==> src/hdl/ssror_pkg.sv <==
// Shared types and constants for the short-run outlier removal block.
package ssror_pkg;

    localparam int GAP_W      = 16;
    localparam int MIN_RUN_W  = 4;
    localparam int PASS_W     = 16;
    localparam int CFG_DATA_W = 16;
    localparam int CFG_IDX_W  = 1;

    localparam logic [GAP_W-1:0]     GAP_RESET     = 16'd300;
    localparam logic [MIN_RUN_W-1:0] MIN_RUN_RESET = 4'd7;

    localparam logic [CFG_IDX_W-1:0] CFG_GAP_DISTANCE = 1'd0;
    localparam logic [CFG_IDX_W-1:0] CFG_MIN_RUN      = 1'd1;

    typedef enum logic [2:0] {
        ST_IDLE,
        ST_GAP,
        ST_READ,
        ST_HELD,
        ST_CUR
    } t_state;

    typedef struct packed {
        logic done;
        logic far;
    } t_gap_res;

endpackage

==> src/hdl/ssror_ram.sv <==
// Generic single-port-write, single-port-read RAM with registered read data.
module ssror_ram #(
    parameter int  WIDTH = 72,
    parameter int  DEPTH = 7,
    localparam int AW    = (DEPTH > 1) ? $clog2(DEPTH) : 1
) (
    input  logic             i_clk,
    input  logic             i_we,
    input  logic [AW-1:0]    i_waddr,
    input  logic [WIDTH-1:0] i_wdata,
    input  logic             i_re,
    input  logic [AW-1:0]    i_raddr,
    output logic [WIDTH-1:0] o_rdata
);
    logic [WIDTH-1:0] r_mem [DEPTH];
    logic [WIDTH-1:0] r_rdata;

    always_ff @(posedge i_clk) begin
        if (i_we) begin
            r_mem[i_waddr] <= i_wdata;
        end
        if (i_re) begin
            r_rdata <= r_mem[i_raddr];
        end
    end

    assign o_rdata = r_rdata;

endmodule

==> src/hdl/ssror_gap.sv <==
// Squared neighbour distance against squared gap setting, two register stages.
module ssror_gap
    import ssror_pkg::*;
#(
    parameter int COORD_BITS = 20
) (
    input  logic                         i_clk,
    input  logic                         i_rst_n,
    input  logic                         i_start,
    input  logic signed [COORD_BITS-1:0] i_x,
    input  logic signed [COORD_BITS-1:0] i_y,
    input  logic signed [COORD_BITS-1:0] i_prev_x,
    input  logic signed [COORD_BITS-1:0] i_prev_y,
    input  logic [GAP_W-1:0]             i_gap,
    output t_gap_res                     o_res
);
    localparam int DW = COORD_BITS + 1;
    localparam int SW = (2 * COORD_BITS + 1 > 2 * GAP_W) ? 2 * COORD_BITS + 1 : 2 * GAP_W;

    logic signed [DW-1:0] diff_x, diff_y;
    logic [DW-1:0]        mag_x, mag_y;

    logic                    r_v1, r_v2;
    logic [COORD_BITS-1:0]   r_dx, r_dy;
    logic [GAP_W-1:0]        r_gap_q;
    logic [2*COORD_BITS-1:0] r_dx2, r_dy2;
    logic [2*GAP_W-1:0]      r_g2;
    logic [SW-1:0]           sum_ext, g2_ext;

    // The difference of two coordinates always has a magnitude below 2**COORD_BITS
    assign diff_x = {i_x[COORD_BITS-1], i_x} - {i_prev_x[COORD_BITS-1], i_prev_x};
    assign diff_y = {i_y[COORD_BITS-1], i_y} - {i_prev_y[COORD_BITS-1], i_prev_y};
    assign mag_x  = diff_x[DW-1] ? (~diff_x + DW'(1)) : diff_x;
    assign mag_y  = diff_y[DW-1] ? (~diff_y + DW'(1)) : diff_y;

    always_ff @(posedge i_clk) begin
        if (!i_rst_n) begin
            r_v1 <= 1'b0;
            r_v2 <= 1'b0;
        end else begin
            r_v1 <= i_start;
            r_v2 <= r_v1;
        end
        if (i_start) begin
            r_dx    <= mag_x[COORD_BITS-1:0];
            r_dy    <= mag_y[COORD_BITS-1:0];
            r_gap_q <= i_gap;
        end
        if (r_v1) begin
            r_dx2 <= r_dx * r_dx;
            r_dy2 <= r_dy * r_dy;
            r_g2  <= r_gap_q * r_gap_q;
        end
    end

    assign sum_ext = SW'(r_dx2) + SW'(r_dy2);
    assign g2_ext  = SW'(r_g2);

    assign o_res.done = r_v2;
    assign o_res.far  = sum_ext > g2_ext;

endmodule

==> src/hdl/scan_short_run_outlier_removal.sv <==
// A point is registered on acceptance and then passes the register stages of the
// distance unit; no new point is taken until the block is back in ST_IDLE. Releasing
// a run with k held points reads each one from the hold RAM and loads it into the
// output register as the output slot frees, then loads the current point.
// Reset is synchronous: control state and configuration return to their defaults;
// the hold RAM is not cleared, entries are read only after being written.
module scan_short_run_outlier_removal
    import ssror_pkg::*;
#(
    parameter int MAX_MIN_RUN = 8,
    parameter int COORD_BITS  = 20
) (
    input  logic                         i_clk,
    input  logic                         i_rst_n,
    input  logic                         i_cfg_we,
    input  logic [CFG_IDX_W-1:0]         i_cfg_index,
    input  logic [CFG_DATA_W-1:0]        i_cfg_wdata,
    input  logic                         i_in_valid,
    output logic                         o_in_stall,
    input  logic signed [COORD_BITS-1:0] i_point_x,
    input  logic signed [COORD_BITS-1:0] i_point_y,
    input  logic [PASS_W-1:0]            i_point_range,
    input  logic [PASS_W-1:0]            i_point_angle,
    input  logic                         i_end_of_scan,
    output logic                         o_out_valid,
    input  logic                         i_out_stall,
    output logic signed [COORD_BITS-1:0] o_out_x,
    output logic signed [COORD_BITS-1:0] o_out_y,
    output logic [PASS_W-1:0]            o_out_range,
    output logic [PASS_W-1:0]            o_out_angle,
    output logic                         o_burst_last
);
    localparam int HOLD_DEPTH = MAX_MIN_RUN - 1;
    localparam int ADDR_W     = (HOLD_DEPTH > 1) ? $clog2(HOLD_DEPTH) : 1;
    localparam int CNT_W      = $clog2(MAX_MIN_RUN);
    localparam int CMP_W      = ((CNT_W > MIN_RUN_W) ? CNT_W : MIN_RUN_W) + 1;
    localparam int PT_W       = 2 * COORD_BITS + 2 * PASS_W;

    t_state r_state, n_state;

    logic [GAP_W-1:0]      r_gap;
    logic [MIN_RUN_W-1:0]  r_min_run;

    logic                  r_have_prev, n_have_prev;
    logic [COORD_BITS-1:0] r_prev_x, n_prev_x;
    logic [COORD_BITS-1:0] r_prev_y, n_prev_y;
    logic [CNT_W-1:0]      r_run_cnt, n_run_cnt;
    logic                  r_released, n_released;
    logic [CNT_W-1:0]      r_fcnt, n_fcnt;
    logic [CNT_W-1:0]      r_idx, n_idx;

    logic [COORD_BITS-1:0] r_pt_x, r_pt_y;
    logic [PASS_W-1:0]     r_pt_range, r_pt_angle;
    logic                  r_eos;

    logic                  r_out_valid;
    logic [COORD_BITS-1:0] r_out_x, r_out_y;
    logic [PASS_W-1:0]     r_out_range, r_out_angle;
    logic                  r_out_last;

    logic in_accept, slot_free, load_held, load_cur, ram_we, ram_re;
    logic new_run, rel_eff, release_now;
    logic [CNT_W-1:0] cnt_eff, idx_inc;
    logic [CMP_W-1:0] mr_ext, m_eff, cnt_ext;
    logic [PT_W-1:0]  ram_wdata, ram_rdata;
    t_gap_res         gap_res;

    assign in_accept = i_in_valid && !o_in_stall;
    assign slot_free = !r_out_valid || !i_out_stall;

    ssror_gap #(
        .COORD_BITS(COORD_BITS)
    ) u_gap (
        .i_clk    (i_clk),
        .i_rst_n  (i_rst_n),
        .i_start  (in_accept),
        .i_x      (i_point_x),
        .i_y      (i_point_y),
        .i_prev_x (r_prev_x),
        .i_prev_y (r_prev_y),
        .i_gap    (r_gap),
        .o_res    (gap_res)
    );

    assign ram_wdata = {r_pt_x, r_pt_y, r_pt_range, r_pt_angle};

    // Write address uses the count before advance, so drive it from the effective count
    // when a new run restarts the hold buffer.
    ssror_ram #(
        .WIDTH(PT_W),
        .DEPTH(HOLD_DEPTH)
    ) u_hold (
        .i_clk   (i_clk),
        .i_we    (ram_we),
        .i_waddr (cnt_eff[ADDR_W-1:0]),
        .i_wdata (ram_wdata),
        .i_re    (ram_re),
        .i_raddr (r_idx[ADDR_W-1:0]),
        .o_rdata (ram_rdata)
    );

    // Effective run limit: zero counts as one, clamp to MAX_MIN_RUN (hold depth plus one)
    always_comb begin
        mr_ext = CMP_W'(r_min_run);
        if (mr_ext == '0) begin
            m_eff = CMP_W'(1);
        end else if (mr_ext > CMP_W'(MAX_MIN_RUN)) begin
            m_eff = CMP_W'(MAX_MIN_RUN);
        end else begin
            m_eff = mr_ext;
        end
    end

    assign new_run     = r_have_prev && gap_res.far;
    assign cnt_eff     = new_run ? '0 : r_run_cnt;
    assign rel_eff     = new_run ? 1'b0 : r_released;
    assign cnt_ext     = CMP_W'(cnt_eff);
    assign release_now = (cnt_ext + CMP_W'(1)) >= m_eff;
    assign idx_inc     = r_idx + CNT_W'(1);

    always_comb begin
        n_state     = r_state;
        n_have_prev = r_have_prev;
        n_prev_x    = r_prev_x;
        n_prev_y    = r_prev_y;
        n_run_cnt   = r_run_cnt;
        n_released  = r_released;
        n_fcnt      = r_fcnt;
        n_idx       = r_idx;
        ram_we      = 1'b0;
        ram_re      = 1'b0;
        load_held   = 1'b0;
        load_cur    = 1'b0;
        unique case (r_state)
            ST_IDLE: begin
                if (i_in_valid) begin
                    n_state = ST_GAP;
                end
            end
            ST_GAP: begin
                if (gap_res.done) begin
                    if (rel_eff) begin
                        n_run_cnt  = cnt_eff;
                        n_released = 1'b1;
                        n_state    = ST_CUR;
                    end else if (release_now) begin
                        n_fcnt     = cnt_eff;
                        n_idx      = '0;
                        n_run_cnt  = '0;
                        n_released = 1'b1;
                        n_state    = (cnt_eff == '0) ? ST_CUR : ST_READ;
                    end else begin
                        n_released = 1'b0;
                        n_run_cnt  = cnt_eff;
                        if (cnt_eff < CNT_W'(HOLD_DEPTH)) begin
                            // hold the point; write address is the count before it advances
                            ram_we    = 1'b1;
                            n_run_cnt = cnt_eff + CNT_W'(1);
                        end
                        n_state = ST_IDLE;
                    end
                    n_have_prev = 1'b1;
                    n_prev_x    = r_pt_x;
                    n_prev_y    = r_pt_y;
                    if (r_eos) begin
                        n_have_prev = 1'b0;
                        n_prev_x    = '0;
                        n_prev_y    = '0;
                        n_run_cnt   = '0;
                        n_released  = 1'b0;
                    end
                end
            end
            ST_READ: begin
                ram_re  = 1'b1;
                n_state = ST_HELD;
            end
            ST_HELD: begin
                if (slot_free) begin
                    load_held = 1'b1;
                    n_idx     = idx_inc;
                    n_state   = (idx_inc == r_fcnt) ? ST_CUR : ST_READ;
                end
            end
            ST_CUR: begin
                if (slot_free) begin
                    load_cur = 1'b1;
                    n_state  = ST_IDLE;
                end
            end
            default: begin
                n_state = ST_IDLE;
            end
        endcase
    end

    always_ff @(posedge i_clk) begin
        if (!i_rst_n) begin
            r_state     <= ST_IDLE;
            r_gap       <= GAP_RESET;
            r_min_run   <= MIN_RUN_RESET;
            r_have_prev <= 1'b0;
            r_prev_x    <= '0;
            r_prev_y    <= '0;
            r_run_cnt   <= '0;
            r_released  <= 1'b0;
            r_fcnt      <= '0;
            r_idx       <= '0;
            r_out_valid <= 1'b0;
        end else begin
            r_state     <= n_state;
            r_have_prev <= n_have_prev;
            r_prev_x    <= n_prev_x;
            r_prev_y    <= n_prev_y;
            r_run_cnt   <= n_run_cnt;
            r_released  <= n_released;
            r_fcnt      <= n_fcnt;
            r_idx       <= n_idx;
            if (i_cfg_we) begin
                unique case (i_cfg_index)
                    CFG_GAP_DISTANCE: r_gap     <= i_cfg_wdata[GAP_W-1:0];
                    CFG_MIN_RUN:      r_min_run <= i_cfg_wdata[MIN_RUN_W-1:0];
                    default: ;
                endcase
            end
            if (load_held || load_cur) begin
                r_out_valid <= 1'b1;
            end else if (!i_out_stall) begin
                r_out_valid <= 1'b0;
            end
        end
        if (in_accept) begin
            r_pt_x     <= i_point_x;
            r_pt_y     <= i_point_y;
            r_pt_range <= i_point_range;
            r_pt_angle <= i_point_angle;
            r_eos      <= i_end_of_scan;
        end
        if (load_held) begin
            {r_out_x, r_out_y, r_out_range, r_out_angle} <= ram_rdata;
            r_out_last <= 1'b0;
        end else if (load_cur) begin
            r_out_x     <= r_pt_x;
            r_out_y     <= r_pt_y;
            r_out_range <= r_pt_range;
            r_out_angle <= r_pt_angle;
            r_out_last  <= 1'b1;
        end
    end

    assign o_in_stall   = (r_state != ST_IDLE);
    assign o_out_valid  = r_out_valid;
    assign o_out_x      = r_out_x;
    assign o_out_y      = r_out_y;
    assign o_out_range  = r_out_range;
    assign o_out_angle  = r_out_angle;
    assign o_burst_last = r_out_last;

    a_cnt_bound: assert property (@(posedge i_clk) disable iff (!i_rst_n)
        r_run_cnt <= CNT_W'(HOLD_DEPTH))
        else $error("hold count beyond hold depth");

    a_flush_idx: assert property (@(posedge i_clk) disable iff (!i_rst_n)
        (r_state == ST_READ || r_state == ST_HELD) |-> (r_idx < r_fcnt))
        else $error("flush index past flush count");

    a_eos_clear: assert property (@(posedge i_clk) disable iff (!i_rst_n)
        (r_state == ST_GAP && gap_res.done && r_eos) |=> (!r_have_prev && r_run_cnt == '0))
        else $error("scan state not cleared after end of scan");

    a_gap_wait: assert property (@(posedge i_clk) disable iff (!i_rst_n)
        gap_res.done |-> (r_state == ST_GAP))
        else $error("distance result outside wait state");

    a_out_src: assert property (@(posedge i_clk) disable iff (!i_rst_n)
        $rose(r_out_valid) |-> $past(r_state == ST_HELD || r_state == ST_CUR))
        else $error("output loaded outside emit states");

endmodule

==> config.mk <==
export PLATFORM = sky130hd
export DESIGN_NAME = scan_short_run_outlier_removal
export DESIGN_NICKNAME = d
export VERILOG_FILES = /design/src/hdl/ssror_pkg.sv /design/src/hdl/ssror_ram.sv /design/src/hdl/ssror_gap.sv /design/src/hdl/scan_short_run_outlier_removal.sv
export SDC_FILE = /design/constraint.sdc
export NUM_CORES = 2
export LEC_CHECK = 0
export ABC_AREA = 1
export ABC_CLOCK_PERIOD_IN_PS = 11400
export BUFFER_PORTS_ARGS = -buffer_cell sky130_fd_sc_hd__buf_2
export CAP_MARGIN = 20
export CORE_ASPECT_RATIO = 0.6
export CORE_MARGIN = 3
export CORE_UTILIZATION = 25
export CTS_BUF_LIST = sky130_fd_sc_hd__clkbuf_16
export DETAILED_ROUTE_END_ITERATION = 12
export GPL_ROUTABILITY_DRIVEN = 0
export SYNTH_ARGS = -nofsm -noshare
export SYNTH_HDL_FRONTEND = slang
export SYNTH_SLANG_ARGS = --single-unit
==> constraint.sdc <==
create_clock -name i_clk -period 11.4 [get_ports i_clk]
set_clock_uncertainty 0.05 [all_clocks]
set_input_delay 1.71 -clock i_clk [delete_from_list [all_inputs] [get_ports i_clk]]
set_output_delay 1.71 -clock i_clk [all_outputs]
set_load 0.05 [all_outputs]
==> summary.md <==
| Metric | Value |
|---|---|
| Status | finished clean |
| Setup crit start | u_gap.r_dx2[4]$_DFFE_PP_ |
| Met1 usage | around a fifth |
| Fin crit share | 67.34% |
| Slew HR | ~14% |
| WP data arrival | ~8.0 ns |
| Port Buffer Count | approximately 170 |
| Mapped Cells | about 7400 |
| Number of cells on the critical path | between 40 and 50 |
| Die footprint | just under 0.3 sq mm |
| IO Pins | 170 |
| Die W | about 700 um |
| Post-Syn Area | 0.07189 sq mm |
| Final #Nets | just under 9000 |
| Number of synthesized flops with an enable pin | slightly below 900 |
| Avg WL per Cell | between 15 and 20 um |
| Met2 usage | between 10% and 20% |
| Adder-cell share of the synthesized area | 29.15% |
| Area growth syn-to-layout | 11.31% |
| Post-cts resize count | 0 |
| Final WL | around 180 mm |
| Met3 Resource Use GR | 2.973% |
| Filler Cell Count | 29840 |
| Syn_nets | between 8000 and 9000 |
| Reg-to-Reg Start | u_gap.r_dx2[4]$_DFFE_PP_ |
| Critical Path RT | 11.68 ns |
| Most frequent cells after synthesis | nand2_1 (1620), inv_1 (1615), edfxtp_1 (886) |
| Largest net degree at the start of global routing | ~180 |
| Hold buffer count at CTS | 0 |
| Number of buffers created by CTS | about 80 |
| Cell variety after synth | 63 |
| CTS tree | built |
| Max Freq | between 100 and 150 MHz |
| Seq/Total Area, Yosys | between 30 and 40% |
| Final ANT Viol Nets | 0 |
| Worst Setup End Kind | register |
| Layout cell share with drive strength beyond 1 | 6.072% |
| Cell mode on critical path | nand2_1 |
| Num Clock Sinks | between 900 and 1000 |
| Largest family of logic cells by synthesized area | adder cells |
| Post-CTS Setup Bufs | 0 |
| DR pass1 iterations | 6 |
| Reg clk slew, reported paths | 0.08 ns |
| Top-area cell type share of the netlist area | 37.01% |
| Asr flop ratio synth | 0% |
| Root Buffer | clkbuf_16 |
| HPWL Detailed | about 140 mm |
| DRC viols | 0 |
| Peak per-stage delay on the critical path | 0.55 ns |
| Non-Filler Instances | about 11000 |
| XOR/XNOR Fraction of Synth Area | 2.812% |
| GR peak layer | met1 |
| Crit Path Category | register to register |
| Mean Syn Cell Area | a little under 10 sq um |
| Hold Path Class | register to register |
| First-pass GRT wire length | between 200 and 300 mm |
| Gr ovfl total | 0 |
| Synth Area in Compound Gates | 6.833% |
| R2R Setup Slk | 3.72 ns |
| Area contributors post-synth | edfxtp_1 (37%), fa_1 (20%), ha_1 (9.0%) |
| Initial Utilization | ~25% |
| Area leader, netlist | edfxtp_1 |
| Seq cells post-synth | approximately 960 |
| CTS max path bufs | 3 |
| Mux cell area share after synthesis | 0% |
| Core area | about 0.28 sq mm |
| Final slew viol count | 0 |
| Initial antenna violation count | 16 |
| Dpl cell area | slightly below 0.08 sq mm |
| Worst skew pair latency | between 0.6 and 0.7 ns |
| Placed Cells | 11220 |
| Crit start category | register |
| FP Rows | 151 |
| Height of the die | between 400 and 500 um |
| R2R Path End | u_hold.r_mem[0][24]$_DFFE_PP_ |
| FF-to-FF path depth | 41 |
| Routed vias | a little under 50000 |
| Total track usage | ~12% |
| RSZ-0062 raised after global routing | false |
| CP Buf/Inv Count | 5 |
| Crit path max fanout | 33 |
| Synth warn | 0 |
| DR vias/cell | ~4.3 |
| Setup violators final | 0 |
| Most common cell in the netlist | nand2_1 |
| CP Capture Point | u_hold.r_mem[0][24]$_DFFE_PP_ |
| CP max-delay cell | buf_4 |
| Post-Synth Simple-Gate Area | between 10% and 20% |
| Final min period | 7.677 ns |
| Vias in the first global route | around 48000 |
| Post-Layout Inst Area | around 0.080 sq mm |
| Critical path's top delay family | simple AND/OR/NAND/NOR gates |
| Worst-Margin Slew | between 1 and 1.5 ns |
| Max-Cap Viols | 0 |
| DR iter-0 viols | around 4500 |
| H-tree levels | 3 |
| Setup TNS | 0 ns |
| Synth Flop Type | edfxtp_1 |
| Final Hold Vio Count | 0 |
## through the flow
step / setup slack, ns / hold WS [ns] / util (%)
2_1_floorplan: 2.466 / 0.3530 / -
3_3_place_gp: 3.678 / 0.3575 / 27.14
3_5_place_dp: 3.733 / 0.3583 / 27.14
4_1_cts: 3.755 / 0.3767 / 28.14
5_1_grt: 2.982 / 0.3815 / 28.16
6_report: 3.723 / 0.3790 / 28.16
## area by class of cell
class | instances | area (sq um) | share of cell area [%]
Multi-Input combinational cell | 4582 | 36810 | 46.00
Sequential cell | 964 | 28180 | 35.21
Antenna cell | 20 | 50.05 | 0.06254
Inverter | 1626 | 6112 | 7.638
Clock buffer | 82 | 2052 | 2.564
Clock inverter | 70 | 799.5 | 0.9991
Tap cell | 3825 | 4786 | 5.981
Timing Repair Buffer | 219 | 1234 | 1.542
## layout by cell type, fill, tap and decap left out, types with 76 or more instances in the layout
master / n
buf_2: 169
ha_1: 515
a21oi_1: 411
nand3_1: 91
edfxtp_1: 886
clkbuf_16: 82
o21ai_0: 300
xor2_1: 148
xnor2_1: 76
nand2_1: 1618
nor2_1: 349
fa_1: 725
inv_1: 1624
## registers in the layout (all words and copies together) (netlist names), 31 cells and up
register and cells:
u_hold.r_mem 504, u_gap.r_g2 31, u_gap.r_dx2 39, u_hold.o_rdata 72, u_gap.r_dy2 39
## how the worst min path moves through the flow
stage / startpoint / end / slack, ns / cells after the start
CTS: r_gap[1]$_SDFFE_PN0P_ / u_gap.r_gap_q[1]$_DFFE_PP_ / 0.38 / 0
finish: r_gap[12]$_SDFFE_PN0P_ / u_gap.r_gap_q[12]$_DFFE_PP_ / 0.38 / 0
floorplan: r_gap[0]$_SDFFE_PN0P_ / u_gap.r_gap_q[0]$_DFFE_PP_ / 0.35 / 0
global route: r_gap[1]$_SDFFE_PN0P_ / u_gap.r_gap_q[1]$_DFFE_PP_ / 0.38 / 0
global placement: r_gap[6]$_SDFFE_PN0P_ / u_gap.r_gap_q[6]$_DFFE_PP_ / 0.36 / 0
detailed placement: r_gap[12]$_SDFFE_PN0P_ / u_gap.r_gap_q[12]$_DFFE_PP_ / 0.36 / 0
## worst register-to-register path: cells and delay by family (launching register included)
family          cells  cell delay, ns
buf+inv             5            1.21
simple gates       24            2.95
compound gates      7            1.23
fa+ha+maj           4            1.21
flops               1            0.37
xor+xnor            1            0.31
## kinds of logic after synthesis
logic type / Yosys count
xor+xnor: 227
compound gates: 905
flops: 964
buf+inv: 1866
fa+ha+maj: 1240
simple gates: 2210
## routing by layer
| layer | vias up | part of all wire, % |
|---|---|---|
| met2 | 1544 | 37 |
| met4 | 2 | 1.9 |
| met5 | - | 0.0038 |
| met3 | 128 | 8.8 |
| met1 | 23630 | 52 |
| li1 | 23380 | - |
Power is left out: the tool's default activity adds up to more than one toggle a clock period on the data nets, which glitch-free logic cannot reach.
